`src/rtl/piecewise_polynomial_trajectory_eval_unit_macros.svh`:
```
// Assertion macros for the trajectory evaluator
`ifndef PIECEWISE_POLYNOMIAL_TRAJECTORY_EVAL_UNIT_MACROS_SVH
`define PIECEWISE_POLYNOMIAL_TRAJECTORY_EVAL_UNIT_MACROS_SVH
// implication checked on every clock, idle during reset
`define PPT_ASSERT_IMP(label, clk, rst, lhs, rhs, msg) \
   label: assert property (@(posedge clk) disable iff (rst) (lhs) |-> (rhs)) else $error(msg);
// next-cycle implication
`define PPT_ASSERT_NEXT(label, clk, rst, lhs, rhs, msg) \
   label: assert property (@(posedge clk) disable iff (rst) (lhs) |=> (rhs)) else $error(msg);
`endif

```
`src/rtl/ppt_ram.sv`:
```
// Generic RAM with one write port and one read port, registered read
module ppt_ram #(
   parameter int Width = 32,
   parameter int Depth = 16
) (
   input  logic                     clock,
   input  logic                     wr_en,
   input  logic [$clog2(Depth)-1:0] wr_addr,
   input  logic [Width-1:0]         wr_data,
   input  logic [$clog2(Depth)-1:0] rd_addr,
   output logic [Width-1:0]         rd_data
);
   logic [Width-1:0] mem [Depth];
   always_ff @(posedge clock) begin
      if (wr_en) mem[wr_addr] <= wr_data;
      rd_data <= mem[rd_addr];
   end
endmodule

```
`config.mk`:
```
export PLATFORM = sky130hd
export DESIGN_NAME = ppt_ram
export DESIGN_NICKNAME = d
export VERILOG_FILES = /design/src/rtl/piecewise_polynomial_trajectory_eval_unit_macros.svh /design/src/rtl/ppt_ram.sv
export SDC_FILE = /design/constraint.sdc
export NUM_CORES = 1
export LEC_CHECK = 0
export BUFFER_PORTS_ARGS = -buffer_cell sky130_fd_sc_hd__buf_2
export CAP_MARGIN = 0
export CORE_MARGIN = 4
export CORE_UTILIZATION = 65
export CTS_BUF_LIST = sky130_fd_sc_hd__clkbuf_8
export CTS_CLUSTER_DIAMETER = 80
export CTS_CLUSTER_SIZE = 10
export DETAILED_ROUTE_END_ITERATION = 12
export PLACE_DENSITY = 0.9
export SETUP_SLACK_MARGIN = 0.5
export SLEW_MARGIN = 20
export SYNTH_ARGS = -nofsm -noshare
export SYNTH_HDL_FRONTEND = slang
export SYNTH_SLANG_ARGS = --single-unit
```
`constraint.sdc`:
```
create_clock -name clock -period 6.7 [get_ports clock]
set_input_delay 1.005 -clock clock [delete_from_list [all_inputs] [get_ports clock]]
set_output_delay 1.005 -clock clock [all_outputs]
set_load 0.02 [all_outputs]
```
Word level (Yosys, flattened, before mapping)
Memories as Yosys holds them, arrays and structs flattened. A register that Yosys moved wholly into a read port is not among the register bits.
Index checks and enable logic that the tools add are counted.
{"block": "classes", "muxes": 2}
{"op": "1-bit 2-to-1 mux", "count": 2}
{"block": "totals", "in_bits": 42, "n_memories": 1, "ff_bits": 0, "ram_bits": 512}
{"name": "mem", "words": 16, "width": 32, "read_ports": 1, "rd_ports_with_merged_regs": 1, "wr": 1, "line": "ppt_ram.sv:13", "text": "logic [Width-1:0] mem [Depth];"}

Longest topological paths before layout
Gate-level depths: netlist of run 1.
{"block": "logic_depth", "word_depth": 2, "ltp_mapped": 5, "mapped_depth_nobuf": 3}

Worst setup path after synthesis of run 1
No wires, ideal clock.
{"block": "synth_path", "kind": "in2reg", "start": "input wr_addr[2]", "end": "memory mem[0][0], enable pin", "slack_ps": 2515, "setup_time_ps": 461, "path_stages": 2, "path_buffers": 0, "t_required_ps": 6239, "t_arrival_ps": 3723, "path_cell_list": "or3b_2 -> nor3_1"}
{"element": "start, declared", "line": "ppt_ram.sv:8", "text": "input logic [$clog2(Depth)-1:0] wr_addr,"}
{"element": "end, declared", "line": "ppt_ram.sv:13"}
No word-level cell before the write port.

==> metrics, run 1 <==
Max rail drop VDD=0.180 mV; Tightest Hold Check Type=reg -> reg; GRT Overall Usage=0.257; final hold vios=0; initial core utilization=0.665; r2r startpoint=mem[2][21]; core area=29900 um2; Die Wd=183 um; DP HPWL=21.2 mm; initial antenna violation count=6; Post-Syn Nets=880; post-CTS setup buffer count=0; P_leak=0.00715 uW; Max-Cap Viols=0; critical path class=in -> reg; Worst-path clk slew=0.07 ns; register area share after synthesis=0.807; clk root buf=clkbuf_8; Final setup viols=0; RR Endpoint=rd_data[21]; # IOs=74; Num CTS Buffers=60; vias=9327; Period Utilization, post-route=0.440; clock sink count=544; yosys warns=0; Startpoint Class=input port; Hold Path Origin=mem[12][2]; pre-CTS setup slack=3.15 ns; most frequent cell after synthesis=edfxtp_1; Max Buffers Root-to-Sink=3; global placement routability congestion=0.709; worst hold path cell count=3; Max-slew headroom=0.302; number of enable flip-flop cells after synthesis=512; total power=6100 uW; ANT nets after route=0; vias in the first global route=9665; top cells by area, synth=edfxtp_1 (77%), mux4_2 (15%), dfxtp_1 (3.2%); CP arrival=3.45 ns; Least-Margin Pin Slew=1.05 ns; depth of the CTS H-tree=2; wirelength, routed=41.9 mm; setup_tns=0 ns; Critical path origin=rd_addr[1]; drt pass-1 iters=5; hold endpoint=rd_data[2]; syn avg cell area=23.7 um2; number of fill cells=1536; Post-synth ARST share=0; clock latency at the later pin of the worst-skew pair=0.62 ns; worst endpoint required time=7.20 ns; Synth Instances=838; row cnt=63; Final Max Tran Viols=0; clock skew=0.0221 ns; RSZ-0062 raised after global routing=no; pwr/cell area=279 nW/um2; fraction of layout cells with a size suffix above 1=0.307; first-pass GRT wire length=62.4 mm; DRT iter0 DRCs=1422; Routed WL per cell=30.0 um; FF-to-FF setup slack=5.31 ns; P&R area growth vs syn=10.1%; Buffers on Ports=73; leading area contributor after synthesis=edfxtp_1; vias per cell=6.69; die height=183 um; Final Worst Setup Slack=3.75 ns; largest net degree at the start of global routing=73; post-CTS sizing=0; ys flop type=edfxtp_1; Cell Area, Synth=19900 um2; critical path peak fanout=69; CTS Hold Bufs=0; Max Freq=339 MHz; # nets final=994; Reg2Reg Depth=3; Cell variety after synth=18; synth cell count leaders=edfxtp_1 (512), mux4_2 (128), a22oi_1 (64); TritonCTS clock tree=done; endpoint class of the critical path=flip-flop; global route total overflow=0; Synth top area share=0.774; die area=33400 um2; Yosys reg bits=544; outcome=complete, no violations; fin crit period=2.95 ns; DRC=0
==> per-layer routing <==
layer  share of wire  vias to the layer above  wire [um]  track usage
met4           0.029                        6       1230       0.0882
met5         0.00091                        -         38            0
li1                -                     3800          -            -
met3           0.097                       96       4060       0.0480
met1            0.34                     4808      14200        0.342
met2            0.53                      617      22400        0.438
==> cells by family after synthesis <==
kind of cell,count (synthesis),share of synthesized area
buffers and inverters,43,0.0112
muxes,128,0.145
AOI/OAI and AO/OA,64,0.0242
and+or+nand+nor,59,0.0127
DFF,544,0.807
==> flip-flops by register name, indices dropped and copies added (netlist names) <==
register,flops
mem,512
rd_data,32
==> worst max-delay path, cell delays in order <==
cell	delay [ns]
buf_4	0.66
buf_4	0.92
mux4_2	0.43
a22oi_1	0.28
nand2_1	0.10
==> cell type report <==
class | count | area [um2] | area share
flip-flops and latches | 544 | 16000 | 0.732
clock buffers | 61 | 840 | 0.0384
repair buffers | 95 | 562 | 0.0257
diodes | 2 | 5.00 | 0.000229
multi-input cells | 251 | 3750 | 0.171
well taps | 390 | 488 | 0.0223
clock inverters | 52 | 208 | 0.00950
==> through the flow <==
step | instances | utilization | hold slack [ns] | instance area, um2
after floorplan | 838 | - | 0.635 | 19900
after global placement | 1279 | 0.696 | 0.643 | 20800
after detailed placement | 1280 | 0.697 | 0.661 | 20800
after CTS | 1393 | 0.732 | 0.677 | 21900
after global routing | 1395 | 0.732 | 0.707 | 21900
final | 1395 | 0.732 | 0.668 | 21900
==> how the worst max path moves through the flow <==
stage | cells past startpoint | to | slack, ns
6_report | 5 | rd_data[25] | 3.75
4_1_cts | 5 | rd_data[28] | 3.81
3_3_place_gp | 5 | rd_data[24] | 3.22
5_1_grt | 5 | rd_data[25] | 3.61
2_1_floorplan | 2 | mem[0][0] | 2.52
3_5_place_dp | 5 | rd_data[24] | 3.15
==> power by group <==
part	switching (uW)	internal, uW
clock network	1080	845
logic	215	135
registers	27.8	3800
total	1320	4780
==> cell usage in the layout (no fill, tap or decap) <==
master / netlist / final
nand3b_1: 2 / 2
nand2b_1: 2 / 2
buf_2: 4 / 71
clkinv_4: 0 / 1
nand3_1: 1 / 1
clkbuf_8: 0 / 62
buf_16: 0 / 1
diode_2: 0 / 2
inv_1: 0 / 49
nor3_2: 0 / 4
mux4_2: 128 / 128
nor2_4: 0 / 13
nand2_1: 33 / 33
clkinvlp_4: 0 / 2
nor2b_4: 0 / 2
or3b_2: 1 / 1
dfxtp_1: 32 / 32
buf_4: 11 / 22
and2_2: 0 / 1
edfxtp_1: 512 / 512
a22oi_1: 64 / 64
No activity file was read; power rests on OpenSTA's default activity.
==> inputs of run 2 (changes only) <==
CORE_UTILIZATION = 58   (was 65)
PLACE_DENSITY = 0.85   (was 0.9)
clock period = 2.61 ns   (was 6.7 ns; I/O delays follow)
==> run 2 against run 1 <==
Clock skew decreased by 0.0012 ns. Global-route usage decreased by 3.4 points. Combinational power increased to 2.7 times the previous value. Total power increased to 2.6 times the previous value. Count of clock-buffer cells in the layout increased by 1. Sequential share of layout area decreased by 1.4 points. Sequential cell count unchanged. Wire length decreased by 4.4%. Highest routed layer is now met4.
==> metrics, run 2 (same netlist as run 1, synthesis figures left out) <==
n_diodes=0; CP delay by family, top=flip-flops; crit-path cells=buf_2; vias per cell=6.30; Tightest Hold Check Type=in -> reg; post-CTS setup buffer count=0; largest net degree at the start of global routing=71; top flop regs=mem (512), rd_data (32); P_leak=0.00727 uW; worst hold path cell count=1; GRT Overall Usage=0.223; Die Wd=193 um; vias=9171; Max Freq=637 MHz; Crit path largest cell delay=0.39 ns; Final setup viols=0; Worst-path clk slew=0.07 ns; core area=33600 um2; Crit path buffers/inverters=1; initial core utilization=0.591; clock skew=0.0209 ns; clock sink count=544; depth of the CTS H-tree=2; Max rail drop VDD=0.446 mV; Max Buffers Root-to-Sink=3; Period Utilization, post-route=0.602; Buffers on Ports=73; initial antenna violation count=0; die area=37300 um2; DP HPWL=21.5 mm; Startpoint Class=flip-flop; critical path class=reg -> out; Max-slew headroom=0.464; vias in the first global route=9633; clk root buf=clkbuf_8; Least-Margin Pin Slew=0.803 ns; post-CTS sizing=0; critical path's slowest cell=dfxtp_1; final hold vios=0; setup_tns=0 ns; worst endpoint required time=2.22 ns; critical path peak fanout=1; first-pass GRT wire length=60.7 mm; endpoint class of the critical path=output pin; most frequent cells in the layout=edfxtp_1 (512), mux4_2 (128), buf_2 (71), a22oi_1 (64), clkbuf_8 (63); number of fill cells=2003; outcome=complete, no violations; fraction of layout cells with a size suffix above 1=0.316; fin crit period=1.57 ns; CP arrival=1.18 ns; # IOs=74; Final Max Tran Viols=0; Num CTS Buffers=60; global route total overflow=0; Max-Cap Viols=0; Reg2Reg Depth=3; # nets final=1004; wirelength, routed=40.1 mm; drt pass-1 iters=5; max FFs per register=512; global placement routability congestion=0.741; row cnt=67; post-layout util=0.663; DRC=0; Biggest register=mem; leading cell type in the layout, fill and taps excluded=edfxtp_1; RSZ-0062 raised after global routing=no; ANT nets after route=0; CTS Hold Bufs=0; DRT iter0 DRCs=1080; Stages on worst setup path=1; P&R area growth vs syn=12.3%; TritonCTS clock tree=done; Routed WL per cell=27.5 um; clock latency at the later pin of the worst-skew pair=0.61 ns; pwr/cell area=705 nW/um2; die height=193 um
## run 2: worst paths after layout
| kind | start | to | slack (ns) |
|---|---|---|---|
| max | rd_data[22] | rd_data[22] | 1.04 |
| min reg2reg | mem[6][30] | rd_data[30] | 0.67 |
| min | wr_data[12] | mem[12][12] | 0.14 |
| max reg2reg | mem[10][5] | rd_data[5] | 1.12 |
## run 2: area by class of cell
cell class              instances  area, um2  share of cell area
well taps                     448        561              0.0251
repair buffers                105        905              0.0406
clock buffers                  62        853              0.0383
multi-input cells             251       3780               0.169
flip-flops and latches        544      16000               0.718
clock inverters                45        179             0.00803
## run 2: power by group
part | switching (uW) | internal [uW] | leakage, uW
combinational | 560 | 380 | 0.00169
sequential | 65.7 | 9760 | 0.00489
clock | 2760 | 2190 | 0.000683
total | 3390 | 12300 | 0.00727
## run 2: routing by layer
layer  routed length [um]  vias up  global-route usage
met5                    0        -                   0
li1                     -     3811                   -
met1                15400     4823               0.334
met4                  619        0              0.0460
met2                20200      480               0.360
met3                 3830       57              0.0366
## run 2: stage by stage
| stage | instances | setup slack [ns] | total power (uW) | cell area [um2] | hold slack, ns |
|---|---|---|---|---|---|
| after floorplan | 838 | 0.191 | 10500 | 19900 | 0.490 |
| after global routing | 1455 | 0.974 | 16300 | 22300 | 0.114 |
| after CTS | 1455 | 1.00 | 15800 | 22300 | 0.110 |
| after detailed placement | 1348 | 0.607 | 11000 | 21300 | 0.663 |
| final | 1455 | 1.04 | 15700 | 22300 | 0.141 |
| after global placement | 1348 | 0.630 | 10900 | 21300 | 0.648 |
==> inputs of run 3 (changes only) <==
CORE_UTILIZATION = 64   (was 58)
PLACE_DENSITY = 0.89   (was 0.85)
clock period = 1.5 ns   (was 2.61 ns; I/O delays follow)
==> run 3 against run 2 <==
First-iteration DRC count is 15% higher. Count of clock-buffer cells in the layout decreased by 1. Sequential cell count did not move. Register-to-register slack got worse by 0.98 ns. Hold slack improved by 0.053 ns. Utilization is 11 points higher. Cell count up 1.2%. Highest routed layer unchanged.
==> metrics, run 3 (same netlist as run 1, synthesis figures left out) <==
Biggest register=mem; Final Max Tran Viols=0; critical path class=reg -> reg; vias per cell=6.64; Die Wd=184 um; worst hold slack=0.194 ns; Routed WL per cell=29.5 um; row cnt=64; ANT nets after route=0; P_leak=0.00775 uW; Tightest Hold Check Type=in -> reg; vias=9780; number of fill cells=1419; Max rail drop VDD=0.753 mV; initial core utilization=0.649; leading cell type in the layout, fill and taps excluded=edfxtp_1; clk root buf=clkbuf_8; # nets final=1074; crit-path cells=mux4_2 -> a22oi_2 -> nand2_1; CP arrival=1.85 ns; outcome=complete, no violations; Max Buffers Root-to-Sink=3; pwr/cell area=1180 nW/um2; Internal Power=21700 uW; Least-Margin Pin Slew=0.442 ns; TritonCTS clock tree=done; vias in the first global route=10447; final hold vios=0; Final setup viols=0; critical path's slowest cell=mux4_2; Num CTS Buffers=60; DP HPWL=24.9 mm; post-CTS setup buffer count=0; most frequent cells in the layout=edfxtp_1 (512), mux4_2 (128), clkbuf_8 (62), a22oi_2 (48), inv_1 (44); combinational share of power=0.074; Buffers on Ports=73; clock skew=0.0266 ns; clock sink count=544; Net Sw Frac=0.219; global route total overflow=0; DRT iter0 DRCs=1238; RSZ-0062 raised after global routing=yes; core area=30600 um2; die height=184 um; fin crit period=1.36 ns; Crit path buffers/inverters=0; design area=23600 um2; Max-slew headroom=0.706; first-pass GRT wire length=65.4 mm; wirelength, routed=43.5 mm; # IOs=74; Post-DP Area=21700 um2; endpoint class of the critical path=flip-flop; clock latency at the later pin of the worst-skew pair=0.61 ns; Crit path largest cell delay=0.49 ns; Psw=6090 uW; GRT Overall Usage=0.264; critical path peak fanout=1; largest net degree at the start of global routing=46; Period Utilization, post-route=0.907; global placement routability congestion=0.751; CP delay by family, top=multiplexers; top flop regs=mem (512), rd_data (32); worst endpoint required time=1.99 ns; Max Freq=735 MHz; drt pass-1 iters=5; max FFs per register=512; initial antenna violation count=1; die area=33900 um2; P&R area growth vs syn=18.7%; Clk pwr share=0.309; DRC=0; Startpoint Class=flip-flop; Max-Cap Viols=0; Worst-path clk slew=0.09 ns; depth of the CTS H-tree=2; fraction of layout cells with a size suffix above 1=0.407; sequential power share=0.617
run 3: changes by cell type in the layout (fill, tap and decap cells not counted), moves of 29 or more:
cell and delta:
dlygate4sd3_1 +32, dfxtp_2 +29, a22oi_1 -48, buf_6 +32, buf_2 -32, dfxtp_1 -32, a22oi_2 +48
run 3: path summary, 6_finish.rpt:
kind	from	endpoint	slack [ns]	cells past startpoint
max	mem[0][14]	rd_data[14]	0.14	3
max reg2reg	mem[0][14]	rd_data[14]	0.14	3
min	wr_addr[1]	mem[6][17]	0.19	3
min reg2reg	mem[14][24]	rd_data[24]	0.67	3
run 3: cell type report:
type / count / area (um2) / share of cell area
Tap cell: 396 / 495 / 0.0210
Clock buffer: 61 / 840 / 0.0356
Timing Repair Buffer: 175 / 1950 / 0.0827
Sequential cell: 544 / 16100 / 0.681
Antenna cell: 1 / 2.50 / 0.000106
Multi-Input combinational cell: 251 / 4050 / 0.172
Clock inverter: 45 / 174 / 0.00738
run 3: worst reg2reg max path, cell delays in order (launching register included):
cell and delay [ns]:
edfxtp_1 0.43, mux4_2 0.50, a22oi_2 0.19, nand2_1 0.11
run 3: power by group through the flow:
stage                     sequential [uW]  clock [uW]  combinational, uW
final                               17200        8590               2060
after global routing                17200        9420               2180
after CTS                           17200        8630               2020
after detailed placement            17400           0               1760
after global placement              17400           0               1690
after floorplan                     17500           0                900
run 3: through the flow:
step           setup TNS (ns)  setup slack (ns)   util  cells  power, uW
3_3_place_gp           -10.61            -0.268  0.711   1334      19100
2_1_floorplan          -59.64            -0.434      -    838      18400
6_report                    0             0.140  0.771   1473      27800
3_5_place_dp           -16.72            -0.354  0.711   1334      19200
5_1_grt                     0             0.105  0.771   1473      28800
4_1_cts                     0             0.136  0.769   1472      27800
run 3: repair_timing:
item	CTS	global route
hold endpoints to repair	497	0
resized for setup	135	12
hold buffers	32	0
pin swaps	12	2
setup endpoints to repair	64	64
gates cloned	0	0
run 3: per-layer routing:
| metal | routed length (um) | vias up | global-route usage |
|---|---|---|---|
| li1 | - | 3956 | - |
| met1 | 15400 | 5044 | 0.374 |
| met2 | 22200 | 669 | 0.427 |
| met3 | 4590 | 111 | 0.0539 |
| met4 | 1400 | 0 | 0.0884 |
| met5 | 0 | - | 0 |
